<file path="src/hdl/fes_pkg.sv">
// ----------------------------------------------------------------------------
// fes_pkg
// Shared types, register codes, reset values and timing constants for the
// flight event sequencer.
// ----------------------------------------------------------------------------
package fes_pkg;

  localparam int unsigned TimeW  = 32;
  localparam int unsigned AccW   = 19;
  localparam int unsigned SpdW   = 19;
  localparam int unsigned HgtW   = 27;
  localparam int unsigned LimW   = 18;
  localparam int unsigned HLimW  = 26;
  localparam int unsigned SqW    = 37;
  localparam int unsigned SumW   = 38;
  localparam int unsigned LsqW   = 36;
  localparam int unsigned EvW    = 9;
  localparam int unsigned FlagW  = 8;
  localparam int unsigned AddrW  = 5;
  localparam int unsigned DataW  = 32;

  // flag and event bit positions
  localparam int unsigned FLG_LAUNCH  = 0;
  localparam int unsigned FLG_BURNOUT = 1;
  localparam int unsigned FLG_APOGEE  = 2;
  localparam int unsigned FLG_DROGUE  = 3;
  localparam int unsigned FLG_MAIN    = 4;
  localparam int unsigned FLG_LANDED  = 5;
  localparam int unsigned FLG_DSEEN   = 6;
  localparam int unsigned FLG_MSEEN   = 7;
  localparam int unsigned EV_LIMIT    = 8;

  localparam logic [TimeW-1:0] BURNOUT_HOLD_MS = 32'd500;
  localparam logic [TimeW-1:0] APOGEE_HOLD_MS  = 32'd200;
  localparam logic [TimeW-1:0] DROGUE_DELAY_MS = 32'd5000;
  localparam logic signed [SpdW-1:0] LANDED_SPEED = 19'sd50;

  localparam logic [LimW-1:0]  RST_LAUNCH_ACCEL  = 18'd9810;
  localparam logic [LimW-1:0]  RST_BURNOUT_ACCEL = 18'd4905;
  localparam logic [LimW-1:0]  RST_DROGUE_SPIKE  = 18'd4905;
  localparam logic [LimW-1:0]  RST_MAIN_SPIKE    = 18'd2943;
  localparam logic [HLimW-1:0] RST_MIN_APOGEE    = 26'd10000;
  localparam logic [HLimW-1:0] RST_MAIN_FIRE     = 26'd100000;
  localparam logic [HLimW-1:0] RST_LIMIT_HEIGHT  = 26'd1200000;
  localparam logic [LimW-1:0]  RST_LIMIT_SPEED   = 18'd51000;

  typedef enum logic [2:0] {
    REG_LAUNCH_ACCEL  = 3'd0,
    REG_BURNOUT_ACCEL = 3'd1,
    REG_DROGUE_SPIKE  = 3'd2,
    REG_MAIN_SPIKE    = 3'd3,
    REG_MIN_APOGEE    = 3'd4,
    REG_MAIN_FIRE     = 3'd5,
    REG_LIMIT_HEIGHT  = 3'd6,
    REG_LIMIT_SPEED   = 3'd7
  } reg_idx_t;

  typedef struct packed {
    logic [LimW-1:0]  launch_accel_limit;
    logic [LimW-1:0]  burnout_accel_limit;
    logic [LimW-1:0]  drogue_spike_limit;
    logic [LimW-1:0]  main_spike_limit;
    logic [HLimW-1:0] min_apogee_height;
    logic [HLimW-1:0] main_fire_height;
    logic [HLimW-1:0] limit_height;
    logic [LimW-1:0]  limit_speed;
  } fes_cfg_t;

  typedef struct packed {
    logic [TimeW-1:0]        time_ms;
    logic signed [AccW-1:0]  vert_accel;
    logic signed [SpdW-1:0]  east_speed;
    logic signed [SpdW-1:0]  north_speed;
    logic signed [SpdW-1:0]  up_speed;
    logic signed [HgtW-1:0]  height;
    logic signed [HgtW-1:0]  site_height;
  } fes_sample_t;

  typedef struct packed {
    logic [SqW-1:0] sq_east;
    logic [SqW-1:0] sq_north;
    logic [SqW-1:0] sq_up;
  } fes_sq_t;

endpackage

</file>
<file path="src/hdl/flight_event_sequencer_top.sv">
// ----------------------------------------------------------------------------
// flight_event_sequencer_top
// Three-stage pipeline: input register, speed squares, flight checks into
// the result register; thresholds through an APB register file.
// ----------------------------------------------------------------------------
// Usage
//   Input channel (in_*): one navigation sample per word, taken at an edge
//   with in_valid high and in_stall low. Result channel (out_*): one word per
//   sample with the events raised in that step and the latched flags after it.
//   An accepted sample reaches out_* through the squares and result registers.
//   Throughput: one sample per cycle while out_stall is low; the flight state
//   is updated as a sample leaves the check stage, so consecutive samples see
//   each other's state.
//   Stalls: each stage holds its word while the one after it is full and
//   stalled; in_stall rises only when all three stages hold words and
//   out_stall is high.
//   Reset (rst_n low at an edge): pipeline emptied, flight state cleared and
//   thresholds back to their default values.
//   Registers are written through psel/penable/pwrite at byte address 4*i;
//   the user must write only while no sample is in flight; the block lacks a check.
// ----------------------------------------------------------------------------
module flight_event_sequencer_top (
  input  logic                                 clk,
  input  logic                                 rst_n,
  input  logic                                 in_valid,
  output logic                                 in_stall,
  input  logic [fes_pkg::TimeW-1:0]            in_time_ms,
  input  logic signed [fes_pkg::AccW-1:0]      in_vert_accel,
  input  logic signed [fes_pkg::SpdW-1:0]      in_east_speed,
  input  logic signed [fes_pkg::SpdW-1:0]      in_north_speed,
  input  logic signed [fes_pkg::SpdW-1:0]      in_up_speed,
  input  logic signed [fes_pkg::HgtW-1:0]      in_height,
  input  logic signed [fes_pkg::HgtW-1:0]      in_site_height,
  output logic                                 out_valid,
  input  logic                                 out_stall,
  output logic [fes_pkg::EvW-1:0]              out_event_mask,
  output logic [fes_pkg::FlagW-1:0]            out_flight_flags,
  input  logic                                 psel,
  input  logic                                 penable,
  input  logic                                 pwrite,
  input  logic [fes_pkg::AddrW-1:0]            paddr,
  input  logic [fes_pkg::DataW-1:0]            pwdata,
  output logic [fes_pkg::DataW-1:0]            prdata,
  output logic                                 pready
);

  fes_pkg::fes_cfg_t    cfg;
  fes_pkg::fes_sample_t s1_r;
  fes_pkg::fes_sample_t s2_r;
  fes_pkg::fes_sq_t     sq;
  logic [fes_pkg::LsqW-1:0]  limit_sq;
  logic [fes_pkg::EvW-1:0]   events;
  logic [fes_pkg::FlagW-1:0] flags_nxt;

  logic s1_valid_r, s2_valid_r, out_valid_r;
  logic s3_free, s2_free, s1_free;
  logic s1_ld, s2_ld, s3_ld;
  logic [fes_pkg::EvW-1:0]   out_event_r;
  logic [fes_pkg::FlagW-1:0] out_flags_r;

  assign s3_free  = !out_valid_r || !out_stall;
  assign s2_free  = !s2_valid_r || s3_free;
  assign s1_free  = !s1_valid_r || s2_free;
  assign in_stall = !s1_free;
  assign s1_ld    = in_valid && s1_free;
  assign s2_ld    = s1_valid_r && s2_free;
  assign s3_ld    = s2_valid_r && s3_free;

  fes_cfg u_cfg (
    .clk     (clk),
    .rst_n   (rst_n),
    .psel    (psel),
    .penable (penable),
    .pwrite  (pwrite),
    .paddr   (paddr),
    .pwdata  (pwdata),
    .prdata  (prdata),
    .pready  (pready),
    .cfg     (cfg)
  );

  always_ff @(posedge clk) begin
    if (!rst_n) begin
      s1_valid_r  <= 1'b0;
      s2_valid_r  <= 1'b0;
      out_valid_r <= 1'b0;
    end else begin
      if (s1_free) begin
        s1_valid_r <= in_valid;
      end
      if (s2_free) begin
        s2_valid_r <= s1_valid_r;
      end
      if (s3_free) begin
        out_valid_r <= s2_valid_r;
      end
    end
  end

  // sample words, no reset needed
  always_ff @(posedge clk) begin
    if (s1_ld) begin
      s1_r.time_ms     <= in_time_ms;
      s1_r.vert_accel  <= in_vert_accel;
      s1_r.east_speed  <= in_east_speed;
      s1_r.north_speed <= in_north_speed;
      s1_r.up_speed    <= in_up_speed;
      s1_r.height      <= in_height;
      s1_r.site_height <= in_site_height;
    end
    if (s2_ld) begin
      s2_r <= s1_r;
    end
    if (s3_ld) begin
      out_event_r <= events;
      out_flags_r <= flags_nxt;
    end
  end

  fes_speed_sq u_speed_sq (
    .clk         (clk),
    .ld          (s2_ld),
    .east_speed  (s1_r.east_speed),
    .north_speed (s1_r.north_speed),
    .up_speed    (s1_r.up_speed),
    .limit_speed (cfg.limit_speed),
    .sq          (sq),
    .limit_sq    (limit_sq)
  );

  fes_checks u_checks (
    .clk       (clk),
    .rst_n     (rst_n),
    .ld        (s3_ld),
    .smp       (s2_r),
    .sq        (sq),
    .limit_sq  (limit_sq),
    .cfg       (cfg),
    .events    (events),
    .flags_nxt (flags_nxt)
  );

  assign out_valid        = out_valid_r;
  assign out_event_mask   = out_event_r;
  assign out_flight_flags = out_flags_r;

`ifndef SYNTHESIS
  // every event raised in a step, the limit event aside, has its flag latched in the same word
  a_event_flag: assert property (@(posedge clk) disable iff (!rst_n)
    out_valid_r |-> ((out_event_r[fes_pkg::FlagW-1:0] & ~out_flags_r) == '0))
    else $error("event word carries an event without its flag");
`endif

endmodule

</file>
<file path="src/hdl/fes_cfg.sv">
// ----------------------------------------------------------------------------
// fes_cfg
// APB register file holding the thresholds of the flight checks.
// ----------------------------------------------------------------------------
module fes_cfg (
  input  logic                        clk,
  input  logic                        rst_n,
  input  logic                        psel,
  input  logic                        penable,
  input  logic                        pwrite,
  input  logic [fes_pkg::AddrW-1:0]   paddr,
  input  logic [fes_pkg::DataW-1:0]   pwdata,
  output logic [fes_pkg::DataW-1:0]   prdata,
  output logic                        pready,
  output fes_pkg::fes_cfg_t           cfg
);

  fes_pkg::fes_cfg_t cfg_r;
  fes_pkg::reg_idx_t idx;
  logic              wr_en;

  assign idx    = fes_pkg::reg_idx_t'(paddr[fes_pkg::AddrW-1:2]);
  assign wr_en  = psel & penable & pwrite;
  assign pready = 1'b1;
  assign cfg    = cfg_r;

  always_ff @(posedge clk) begin
    if (!rst_n) begin
      cfg_r.launch_accel_limit  <= fes_pkg::RST_LAUNCH_ACCEL;
      cfg_r.burnout_accel_limit <= fes_pkg::RST_BURNOUT_ACCEL;
      cfg_r.drogue_spike_limit  <= fes_pkg::RST_DROGUE_SPIKE;
      cfg_r.main_spike_limit    <= fes_pkg::RST_MAIN_SPIKE;
      cfg_r.min_apogee_height   <= fes_pkg::RST_MIN_APOGEE;
      cfg_r.main_fire_height    <= fes_pkg::RST_MAIN_FIRE;
      cfg_r.limit_height        <= fes_pkg::RST_LIMIT_HEIGHT;
      cfg_r.limit_speed         <= fes_pkg::RST_LIMIT_SPEED;
    end else if (wr_en) begin
      unique case (idx)
        fes_pkg::REG_LAUNCH_ACCEL:  cfg_r.launch_accel_limit  <= pwdata[fes_pkg::LimW-1:0];
        fes_pkg::REG_BURNOUT_ACCEL: cfg_r.burnout_accel_limit <= pwdata[fes_pkg::LimW-1:0];
        fes_pkg::REG_DROGUE_SPIKE:  cfg_r.drogue_spike_limit  <= pwdata[fes_pkg::LimW-1:0];
        fes_pkg::REG_MAIN_SPIKE:    cfg_r.main_spike_limit    <= pwdata[fes_pkg::LimW-1:0];
        fes_pkg::REG_MIN_APOGEE:    cfg_r.min_apogee_height   <= pwdata[fes_pkg::HLimW-1:0];
        fes_pkg::REG_MAIN_FIRE:     cfg_r.main_fire_height    <= pwdata[fes_pkg::HLimW-1:0];
        fes_pkg::REG_LIMIT_HEIGHT:  cfg_r.limit_height        <= pwdata[fes_pkg::HLimW-1:0];
        fes_pkg::REG_LIMIT_SPEED:   cfg_r.limit_speed         <= pwdata[fes_pkg::LimW-1:0];
        default: ;
      endcase
    end
  end

  always_comb begin
    prdata = '0;
    unique case (idx)
      fes_pkg::REG_LAUNCH_ACCEL:  prdata[fes_pkg::LimW-1:0]  = cfg_r.launch_accel_limit;
      fes_pkg::REG_BURNOUT_ACCEL: prdata[fes_pkg::LimW-1:0]  = cfg_r.burnout_accel_limit;
      fes_pkg::REG_DROGUE_SPIKE:  prdata[fes_pkg::LimW-1:0]  = cfg_r.drogue_spike_limit;
      fes_pkg::REG_MAIN_SPIKE:    prdata[fes_pkg::LimW-1:0]  = cfg_r.main_spike_limit;
      fes_pkg::REG_MIN_APOGEE:    prdata[fes_pkg::HLimW-1:0] = cfg_r.min_apogee_height;
      fes_pkg::REG_MAIN_FIRE:     prdata[fes_pkg::HLimW-1:0] = cfg_r.main_fire_height;
      fes_pkg::REG_LIMIT_HEIGHT:  prdata[fes_pkg::HLimW-1:0] = cfg_r.limit_height;
      fes_pkg::REG_LIMIT_SPEED:   prdata[fes_pkg::LimW-1:0]  = cfg_r.limit_speed;
      default: prdata = '0;
    endcase
  end

endmodule

</file>
<file path="src/hdl/fes_speed_sq.sv">
// ----------------------------------------------------------------------------
// fes_speed_sq
// Squares the three velocity components into a pipeline register, and keeps
// the square of the configured speed limit registered.
// ----------------------------------------------------------------------------
module fes_speed_sq (
  input  logic                              clk,
  input  logic                              ld,
  input  logic signed [fes_pkg::SpdW-1:0]   east_speed,
  input  logic signed [fes_pkg::SpdW-1:0]   north_speed,
  input  logic signed [fes_pkg::SpdW-1:0]   up_speed,
  input  logic [fes_pkg::LimW-1:0]          limit_speed,
  output fes_pkg::fes_sq_t                  sq,
  output logic [fes_pkg::LsqW-1:0]          limit_sq
);

  logic signed [fes_pkg::SqW:0]  prod_e;
  logic signed [fes_pkg::SqW:0]  prod_n;
  logic signed [fes_pkg::SqW:0]  prod_u;
  fes_pkg::fes_sq_t              sq_r;
  logic [fes_pkg::LsqW-1:0]      limit_sq_r;
  logic [fes_pkg::LsqW-1:0]      limit_sq_nxt;

  assign prod_e       = east_speed * east_speed;
  assign prod_n       = north_speed * north_speed;
  assign prod_u       = up_speed * up_speed;
  assign limit_sq_nxt = limit_speed * limit_speed;

  // squares are never negative, so the sign bit is dropped
  always_ff @(posedge clk) begin
    if (ld) begin
      sq_r.sq_east  <= prod_e[fes_pkg::SqW-1:0];
      sq_r.sq_north <= prod_n[fes_pkg::SqW-1:0];
      sq_r.sq_up    <= prod_u[fes_pkg::SqW-1:0];
    end
    limit_sq_r <= limit_sq_nxt;
  end

  assign sq       = sq_r;
  assign limit_sq = limit_sq_r;

endmodule

</file>
<file path="src/hdl/fes_checks.sv">
// ----------------------------------------------------------------------------
// fes_checks
// Flight state and the chain of flight checks for one sample, applied in
// order so that each check sees the flags raised earlier in the same step.
// ----------------------------------------------------------------------------
module fes_checks (
  input  logic                          clk,
  input  logic                          rst_n,
  input  logic                          ld,
  input  fes_pkg::fes_sample_t          smp,
  input  fes_pkg::fes_sq_t              sq,
  input  logic [fes_pkg::LsqW-1:0]      limit_sq,
  input  fes_pkg::fes_cfg_t             cfg,
  output logic [fes_pkg::EvW-1:0]       events,
  output logic [fes_pkg::FlagW-1:0]     flags_nxt
);

  localparam int unsigned DW = fes_pkg::HgtW + 1;
  localparam int unsigned NW = DW + 5;

  logic [fes_pkg::FlagW-1:0]        flags_r;
  logic                             bt_r, bt_nxt;
  logic [fes_pkg::TimeW-1:0]        bs_r, bs_nxt;
  logic                             dt_r, dt_nxt;
  logic [fes_pkg::TimeW-1:0]        ds_r, ds_nxt;
  logic                             atk_r, atk_nxt;
  logic [fes_pkg::TimeW-1:0]        at_r, at_nxt;
  logic signed [fes_pkg::HgtW-1:0]  lh_r, lh_nxt;

  logic [fes_pkg::FlagW-1:0]        f;
  logic [fes_pkg::EvW-1:0]          ev;
  logic [2:0]                       pre;

  logic acc_gt_launch, acc_lt_burnout, acc_gt_dspike, acc_gt_mspike;
  logic vu_pos, vu_neg, vu_slow;
  logic h_gt_apogee, h_lt_main, h_gt_limit, speed_gt_limit;
  logic burn_hold, desc_hold, drogue_hold;
  logic near;

  logic signed [DW-1:0]       diff;
  logic [DW-1:0]              gap;
  logic [NW-1:0]              gap20;
  logic [fes_pkg::SumW-1:0]   speed_sq;

  // launch, burnout and apogee all set
  assign pre = '1;

  assign acc_gt_launch  = smp.vert_accel > $signed({1'b0, cfg.launch_accel_limit});
  assign acc_lt_burnout = smp.vert_accel < $signed({1'b0, cfg.burnout_accel_limit});
  assign acc_gt_dspike  = smp.vert_accel > $signed({1'b0, cfg.drogue_spike_limit});
  assign acc_gt_mspike  = smp.vert_accel > $signed({1'b0, cfg.main_spike_limit});

  assign vu_neg  = smp.up_speed[fes_pkg::SpdW-1];
  assign vu_pos  = !vu_neg && (smp.up_speed != '0);
  assign vu_slow = (smp.up_speed < fes_pkg::LANDED_SPEED) &&
                   (smp.up_speed > -fes_pkg::LANDED_SPEED);

  assign h_gt_apogee = smp.height > $signed({1'b0, cfg.min_apogee_height});
  assign h_lt_main   = smp.height < $signed({1'b0, cfg.main_fire_height});
  assign h_gt_limit  = smp.height > $signed({1'b0, cfg.limit_height});

  assign burn_hold   = (smp.time_ms - bs_r) > fes_pkg::BURNOUT_HOLD_MS;
  assign desc_hold   = (smp.time_ms - ds_r) > fes_pkg::APOGEE_HOLD_MS;
  assign drogue_hold = (smp.time_ms - at_r) > fes_pkg::DROGUE_DELAY_MS;

  // landing site distance; launch height cannot change in a step that lands
  assign diff  = {smp.height[fes_pkg::HgtW-1], smp.height} - {lh_r[fes_pkg::HgtW-1], lh_r};
  assign gap   = diff[DW-1] ? DW'(-diff) : DW'(diff);
  assign gap20 = {1'b0, gap, 4'b0} + {3'b0, gap, 2'b0};
  always_comb begin
    if (lh_r[fes_pkg::HgtW-1]) begin
      near = 1'b1;
    end else if (lh_r == '0) begin
      near = 1'b0;
    end else begin
      near = gap20 < NW'(lh_r);
    end
  end

  assign speed_sq = {1'b0, sq.sq_east} + {1'b0, sq.sq_north} + {1'b0, sq.sq_up};
  assign speed_gt_limit = speed_sq > {2'b0, limit_sq};

  always_comb begin
    f       = flags_r;
    ev      = '0;
    bt_nxt  = bt_r;
    bs_nxt  = bs_r;
    dt_nxt  = dt_r;
    ds_nxt  = ds_r;
    atk_nxt = atk_r;
    at_nxt  = at_r;
    lh_nxt  = lh_r;

    if (!f[fes_pkg::FLG_LAUNCH] && acc_gt_launch) begin
      f[fes_pkg::FLG_LAUNCH]  = 1'b1;
      ev[fes_pkg::FLG_LAUNCH] = 1'b1;
      lh_nxt = smp.site_height;
    end

    if (f[fes_pkg::FLG_LAUNCH] && !f[fes_pkg::FLG_BURNOUT]) begin
      if (acc_lt_burnout && vu_pos) begin
        if (!bt_r) begin
          bt_nxt = 1'b1;
          bs_nxt = smp.time_ms;
        end else if (burn_hold) begin
          f[fes_pkg::FLG_BURNOUT]  = 1'b1;
          ev[fes_pkg::FLG_BURNOUT] = 1'b1;
        end
      end else begin
        bt_nxt = 1'b0;
      end
    end

    if (f[fes_pkg::FLG_LAUNCH] && f[fes_pkg::FLG_BURNOUT] && !f[fes_pkg::FLG_APOGEE]) begin
      if (vu_neg) begin
        if (!dt_r) begin
          dt_nxt = 1'b1;
          ds_nxt = smp.time_ms;
        end else if (desc_hold && h_gt_apogee) begin
          f[fes_pkg::FLG_APOGEE]  = 1'b1;
          ev[fes_pkg::FLG_APOGEE] = 1'b1;
        end
      end else begin
        dt_nxt = 1'b0;
      end
    end

    if ((f[2:0] == pre) && !f[fes_pkg::FLG_DROGUE]) begin
      if (!atk_r) begin
        atk_nxt = 1'b1;
        at_nxt  = smp.time_ms;
      end else if (drogue_hold) begin
        f[fes_pkg::FLG_DROGUE]  = 1'b1;
        ev[fes_pkg::FLG_DROGUE] = 1'b1;
      end
    end

    if ((f[2:0] == pre) && !f[fes_pkg::FLG_MAIN] && h_lt_main && vu_neg) begin
      f[fes_pkg::FLG_MAIN]  = 1'b1;
      ev[fes_pkg::FLG_MAIN] = 1'b1;
    end

    if ((f[2:0] == pre) && f[fes_pkg::FLG_DROGUE] && f[fes_pkg::FLG_MAIN] &&
        !f[fes_pkg::FLG_LANDED] && vu_slow && near) begin
      f[fes_pkg::FLG_LANDED]  = 1'b1;
      ev[fes_pkg::FLG_LANDED] = 1'b1;
    end

    if ((f[2:0] == pre) && !f[fes_pkg::FLG_DSEEN] && acc_gt_dspike) begin
      f[fes_pkg::FLG_DSEEN]  = 1'b1;
      ev[fes_pkg::FLG_DSEEN] = 1'b1;
    end

    if ((f[2:0] == pre) && f[fes_pkg::FLG_DROGUE] && !f[fes_pkg::FLG_MSEEN] &&
        acc_gt_mspike) begin
      f[fes_pkg::FLG_MSEEN]  = 1'b1;
      ev[fes_pkg::FLG_MSEEN] = 1'b1;
    end

    ev[fes_pkg::EV_LIMIT] = h_gt_limit || speed_gt_limit;
  end

  always_ff @(posedge clk) begin
    if (!rst_n) begin
      flags_r <= '0;
      bt_r    <= 1'b0;
      bs_r    <= '0;
      dt_r    <= 1'b0;
      ds_r    <= '0;
      atk_r   <= 1'b0;
      at_r    <= '0;
      lh_r    <= '0;
    end else if (ld) begin
      flags_r <= f;
      bt_r    <= bt_nxt;
      bs_r    <= bs_nxt;
      dt_r    <= dt_nxt;
      ds_r    <= ds_nxt;
      atk_r   <= atk_nxt;
      at_r    <= at_nxt;
      lh_r    <= lh_nxt;
    end
  end

  assign events    = ev;
  assign flags_nxt = f;

`ifndef SYNTHESIS
  // latched flags never clear
  a_flags_latch: assert property (@(posedge clk) disable iff (!rst_n)
    1'b1 |=> ((flags_r & $past(flags_r)) == $past(flags_r)))
    else $error("latched flight flag cleared");

  a_apogee_order: assert property (@(posedge clk) disable iff (!rst_n)
    flags_r[fes_pkg::FLG_APOGEE] |->
      (flags_r[fes_pkg::FLG_BURNOUT] && flags_r[fes_pkg::FLG_LAUNCH]))
    else $error("apogee latched before launch and burnout");

  a_apogee_timed: assert property (@(posedge clk) disable iff (!rst_n)
    (ld && ev[fes_pkg::FLG_APOGEE]) |-> dt_r)
    else $error("apogee raised without a running descent timer");
`endif

endmodule
</file>
<file path="config.mk">
export PLATFORM = sky130hd
export DESIGN_NAME = flight_event_sequencer_top
export DESIGN_NICKNAME = d
export VERILOG_FILES = /design/src/hdl/fes_pkg.sv /design/src/hdl/flight_event_sequencer_top.sv /design/src/hdl/fes_cfg.sv /design/src/hdl/fes_speed_sq.sv /design/src/hdl/fes_checks.sv
export SDC_FILE = /design/constraint.sdc
export NUM_CORES = 2
export LEC_CHECK = 0
export ABC_AREA = 1
export BUFFER_PORTS_ARGS = -buffer_cell sky130_fd_sc_hd__buf_4
export CAP_MARGIN = 20
export CORE_ASPECT_RATIO = 1.75
export CORE_MARGIN = 10
export CORE_UTILIZATION = 30
export DETAILED_ROUTE_END_ITERATION = 10
export SYNTH_ARGS = -nofsm -noshare
export SYNTH_HDL_FRONTEND = slang
export SYNTH_SLANG_ARGS = --single-unit
</file>
<file path="constraint.sdc">
create_clock -name clk -period 8.2 [get_ports clk]
set_clock_uncertainty 0.15 [all_clocks]
set_input_delay 0 -clock clk [delete_from_list [all_inputs] [get_ports clk]]
set_output_delay 0 -clock clk [all_outputs]
set_load 0.02 [all_outputs]
</file>
Yosys cells after proc, flatten, opt, wreduce, memory -nomap -nowiden
Cells that the tools add are included.
{ "totals": {"word_cells": 173, "output_inout_bits": 52, "input_bits": 206, "reg_bits": 755} }
{ "classes": {"n_eq_ne": 8, "n_addsub": 8, "magnitude_cmp": 14, "n_reduce_logical": 63, "n_bitwise": 5, "n_mul": 4, "mux": 31} }
{ "ops": {"columns": ["cell", "n"], "rows": [
  ["$pmux 18 s8", 1],
  ["$mul 19x19->37", 3],
  ["$sub 32x32->32", 3],
  ["$gt 19x19->1", 3],
  ["$gt 27x27->1", 2],
  ["$add 37x37->38", 1],
  ["$add 38x37->38", 1],
  ["$gt 38x36->1", 1],
  ["$mul 18x18->36", 1],
  ["$add 32x30->33", 1],
  ["$lt 33x33->1", 1],
  ["$gt 32x13->1 const B", 1],
  ["$gt 32x8->1 const B", 1],
  ["$gt 32x9->1 const B", 1],
  ["$mux 1", 28],
  ["$mux 28", 1],
  ["$neg 28->28", 1],
  ["$sub 27x27->28", 1],
  ["$logic_not 27->1", 1],
  ["$lt 27x27->1", 1],
  ["$reduce_and 2->1", 13],
  ["$logic_and 1x1->1", 24],
  ["$pmux 8 s3", 1],
  ["$gt 19x7->1 const B", 1],
  ["other kinds (13)", 40]
]} }

Logic depth before layout (Yosys ltp)
{ "logic_depth": {"depth_word": 19, "ltp_mapped": 52, "mapped_depth_nobuf": 50} }

By module
From an unflattened synthesis, not the netlist that was laid out.
{ "hier_totals": {"hier_cells": 11417, "area_unflattened_um2": 93293.2} }
{ "modules_own_cells": {"columns": ["mod", "seq_area_each_um2", "cells_each", "instances", "area_per_inst_um2"], "rows": [
  ["fes_speed_sq", 3943.8, 6121, 1, 51699.6],
  ["fes_checks", 2682.6, 3831, 1, 23608.9],
  ["flight_event_sequencer_top", 10299.9, 360, 1, 10372.4],
  ["fes_cfg", 3363.2, 1105, 1, 7612.3]
]} }

Worst setup path after synthesis
No wires, ideal clock.
{ "synth_path": {"path_type": "register to register", "startpoint": "reg out_valid_r (netlist: out_valid)", "endpoint": "reg s1_r[0] (netlist bit), enable pin", "arrival_time_ps": 7446, "period_less_slack_ps": 8282, "path_slack_ps": -82, "setup_ps": 687, "stages_incl_launch_ff": 6, "n_path_buf": 0, "cell_sequence": "dfxtp_1 -> nand2_1 -> nor2_1 -> inv_1 -> nor2_1 -> nor2_1"} }
{ "synth_between": {"elab_chain_len": 5} }
{ "synth_lines": {"columns": ["element", "line_no", "rtl"], "rows": [
  ["start, declared", "flight_event_sequencer_top.sv:55", "logic s1_valid_r, s2_valid_r, out_valid_r;"],
  ["start signal, assigned", "flight_event_sequencer_top.sv:95", "out_valid_r <= s2_valid_r;"],
  ["$logic_not 1->1", "flight_event_sequencer_top.sv:61", "assign s3_free = !out_valid_r || !out_stall;"],
  ["$logic_or 1x1->1", "flight_event_sequencer_top.sv:61", null],
  ["$logic_or 1x1->1", "flight_event_sequencer_top.sv:62", "assign s2_free = !s2_valid_r || s3_free;"],
  ["$logic_or 1x1->1", "flight_event_sequencer_top.sv:63", "assign s1_free = !s1_valid_r || s2_free;"],
  ["$logic_and 1x1->1", "flight_event_sequencer_top.sv:65", "assign s1_ld = in_valid && s1_free;"],
  ["via s1_ld", "flight_event_sequencer_top.sv:57", "logic s1_ld, s2_ld, s3_ld;"],
  ["end, declared", "flight_event_sequencer_top.sv:48", "fes_pkg::fes_sample_t s1_r;"]
]} }
The timed path passes the listed nets, and every way through them passes these cells.
A chain may end at the register's enable or synchronous reset.

Final worst setup path
{ "layout_path": {"startpoint": "reg s1_r[93] (netlist name)", "endpoint": "reg u_speed_sq.sq_r, in the netlist u_speed_sq.sq[109], data pin"} }
{ "layout_between": {"elab_chain_len": 1} }
{ "layout_lines": {"columns": ["element", "line_no", "rtl"], "rows": [
  ["$mul 19x19->37", "fes_speed_sq.sv:24", "assign prod_e = east_speed * east_speed;"],
  ["via u_speed_sq.prod_e (one bit)", "fes_speed_sq.sv:17", "logic signed [fes_pkg::SqW:0] prod_e;"],
  ["end, declared", "fes_speed_sq.sv:20", "fes_pkg::fes_sq_t sq_r;"]
]} }
The timed path passes the listed nets, and every way through them passes these cells.

==> key figures <==
CTS
  – Setup bufs post-CTS: 0
  – Clk buf depth: 3
  – Worst-Skew Late Latency: 0.74 ns
  – Clock-pin slew of the registers on the worst-case setup and hold paths: 0.07 ns
  – CTS root buffer: clkbuf_16
  – CTS tree: yes
  – Sink Count: between 700 and 800
  – CTS Buf Count: 87
  – H-tree depth: 3

Logic synthesis
  – #FFs+latches synth: 750
  – Syn Inst Count: 9985
  – Ys async rst share: 0
  – Syn Area/Cell: 8.68 um^2
  – Yosys cell types: 66
  – Mapped Area: around 87000 um^2
  – Number of flops mapped to enable cells by yosys: between 400 and 500
  – Post-synth top flop: edfxtp_1
  – Sequential fraction of the synthesis area: 0.221
  – Yosys warnings: 0

Critical path
  – R2r setup slk: 0.54 ns
  – Worst path cell trace: nand2_1 -> fa_1 -> fa_1 -> inv_1 -> fa_1 -> inv_1 -> fa_1 -> inv_1 -> fa_1 -> fa_1 -> ha_1 -> ha_1 -> nand2_1 -> o21ai_1 -> a21boi_0 -> o21ai_0 -> a21boi_1 -> o21ai_0 -> a21boi_1 -> o21ai_0 -> a21oi_1 -> buf_4 -> o211ai_1 -> nand2_1
  – Setup crit end kind: flop
  – Data required, critical path: 8.53 ns
  – Slowest CP cell: edfxtp_1
  – CP max FO: 13
  – Crit-path most repeated cell: fa_1
  – Crit path launch type: flop
  – Critical path class: reg2reg
  – Critical Path Max Stage Delay: 0.72 ns
  – R2R depth: 24
  – Critical R2R Capture: u_speed_sq.sq[109]$_DFFE_PP_
  – Critical R2R Launch: s1_r[93]$_DFFE_PP_
  – Arrival @ worst endpoint: 7.99 ns

Floorplan
  – I/O pin count: 258
  – Die Y: 731 um
  – Die footprint: 312000 um^2
  – Starting Density: 0.301
  – DIE WIDTH: 426 um
  – Rows: 261
  – Core ar.: between 200000 and 300000 um^2

Global route
  – Initial antenna violation count: 19
  – First-pass GRT wire length: approximately 400 mm
  – Most crowded layer after global routing: met2
  – Global-route track usage on met2: 0.331
  – Largest net degree at the start of global routing: around 110
  – Number of global-route vias before repair: 72152
  – GRT overflow: 0
  – GR Util met3: 0.0190
  – Grt met1 use: 0.168
  – GRT Total Usage: 0.170

Worst hold path
  – Hold Path Stages: 4
  – Hold Path End: u_cfg.cfg[42]$_SDFFE_PN0P_
  – Min-delay src: pwdata[24]
  – Hold/Removal Path Class: in2reg

Layout
  – Multi-input gate area: 57200 um^2
  – Filler cell count: 29904
  – Final nets: about 13000
  – Post-layout util: 0.346
  – Register area: 19100 um^2
  – Ratio of cells with drive above 1 in the final layout: 0.0535
  – Commonest non-fill, non-tap cell in the layout: inv_1
  – Most frequent cells in the layout: 2488 x inv_1, 1743 x nand2_1, 1250 x fa_1
  – Synthesis-to-finish area growth: 15.1%

Drt
  – Vias: 67085
  – DRC: 0
  – WL final: about 270 mm
  – Vias per cell: 4.65
  – Final ANT Viol Nets: 0
  – DRT iter0 DRCs: 3502
  – Routed wire per std cell: 18.4 um
  – DR pass1 iterations: 6

Timing
  – Worst Tran Pin Value: 1.27 ns
  – Fin crit share: 0.934
  – Final Hold Fails: 0
  – Setup_tns: 0 ns
  – Fmax achieved: 131 MHz
  – Worst slew margin: 0.153
  – Setup violations, final: 0
  – Pins Over Slew Limit: 0
  – Final min period: 7.66 ns

Placed design
  – Port bufs: 242
  – Global placer's final weighted congestion: 0.977
  – DP HPWL: 220 mm

Run status
  – Status: finished clean

Flow run
  – Max_cap viols: 0
area by class of cell:
| type | count | share of cell area |
|---|---|---|
| Timing Repair Buffer | 716 | 0.0635 |
| Clock inverter | 55 | 0.00589 |
| Clock buffer | 108 | 0.0236 |
| Tap cell | 3813 | 0.0478 |
| Antenna cell | 14 | 0.000351 |
| Sequential cell | 750 | 0.192 |
| Multi-Input combinational cell | 6482 | 0.573 |
| Inverter | 2497 | 0.0940 |
Yosys cell counts (14+ instances only):
cell / instances / area (um^2)
o21ai_0: 403 / 2020
nor4_1: 24 / 150
nor3_1: 53 / 265
a211oi_1: 23 / 173
o31ai_1: 14 / 105
a31oi_1: 38 / 238
edfxtp_1: 410 / 12300
clkbuf_1: 194 / 728
o21bai_1: 22 / 165
xnor2_1: 120 / 1050
o21a_1: 24 / 180
a21o_1: 26 / 195
o211ai_1: 50 / 375
buf_1: 51 / 191
nand3_1: 220 / 1100
dfxtp_1: 340 / 6810
a221oi_1: 21 / 184
nand2_1: 1745 / 6550
nand3b_1: 24 / 180
xor2_1: 199 / 1740
a21oi_1: 682 / 3410
nand4_1: 78 / 488
nor2_1: 438 / 1640
fa_1: 1250 / 25000
inv_1: 2489 / 9340
or2_2: 30 / 188
ha_1: 855 / 10700
o22ai_1: 35 / 219
stage by stage:
step / area [um^2] / setup slack [ns] / cells / hold slack, ns
after floorplan: 86700 / 1.28 / 9993 / -0.0511
after global placement: 93200 / 0.508 / 13894 / 0.0288
after detailed placement: 93200 / 0.512 / 13895 / 0.0296
after CTS: 99700 / 0.488 / 14420 / 0.00368
after global routing: 99800 / -0.000605 / 14424 / 0.0510
final: 99800 / 0.540 / 14435 / 0.0465
registers in the layout, summed over array words and instances (netlist names):
| signal | cells |
|---|---|
| u_speed_sq.sq | 107 |
| u_checks.flags_r | 8 |
| out_valid | 1 |
| s1_valid_r | 1 |
| u_checks.at_r | 32 |
| u_checks.bt_r | 1 |
| s2_r | 124 |
| u_checks.ds_r | 32 |
| out_flight_flags | 8 |
| s1_r | 162 |
| out_event_mask | 9 |
| u_checks.bs_r | 32 |
| u_checks.dt_r | 1 |
| u_checks.lh_r | 27 |
| u_cfg.cfg | 168 |
| u_speed_sq.limit_sq | 35 |
| s2_valid_r | 1 |
| u_checks.atk_r | 1 |
kinds of logic after synthesis:
group,count (synthesis),synth area share
AO/OA/AOI/OAI,1403,0.0898
XOR/XNOR,319,0.0322
buffers and inverters,2761,0.120
AND/OR/NAND/NOR,2645,0.125
adder cells (fa/ha/maj),2105,0.412
other,2,0.0000867
flip-flops,750,0.221
critical path, delay by kind of cell (launching register included):
family	cells	cell delay, ns
DFF	1	0.72
adders and majority gates	8	3.63
and+or+nand+nor	3	0.33
AOI/OAI and AO/OA	9	2.24
buffers and inverters	4	0.32
per-layer routing:
metal	vias to the layer above	share of wire
met5	-	0.00020
met4	8	0.077
met3	644	0.038
met2	1535	0.55
met1	32838	0.34
li1	32060	-
worst max-delay path by stage:
stage                              from                             to  slack (ns)  depth (start not counted)
finish               s1_r[93]$_DFFE_PP_   u_speed_sq.sq[109]$_DFFE_PP_        0.54                         24
global route         s2_r[39]$_DFFE_PP_  out_flight_flags[5]$_DFFE_PP_     -0.0006                         45
CTS                 s1_r[102]$_DFFE_PP_   u_speed_sq.sq[109]$_DFFE_PP_        0.49                         24
detailed placement   s1_r[94]$_DFFE_PP_   u_speed_sq.sq[109]$_DFFE_PP_        0.51                         28
global placement     s1_r[94]$_DFFE_PP_   u_speed_sq.sq[109]$_DFFE_PP_        0.51                         29
floorplan            s1_r[60]$_DFFE_PP_    u_speed_sq.sq[33]$_DFFE_PP_        1.28                         31
what timing repair did:
action	CTS	global route
gates resized for setup	0	3
setup endpoints to repair	0	2
endpoints found under the hold margin	407	0
hold buffers	362	0
Power is left out: the tool's default activity adds up to more than one toggle a clock period on the data nets, which glitch-free logic cannot reach.
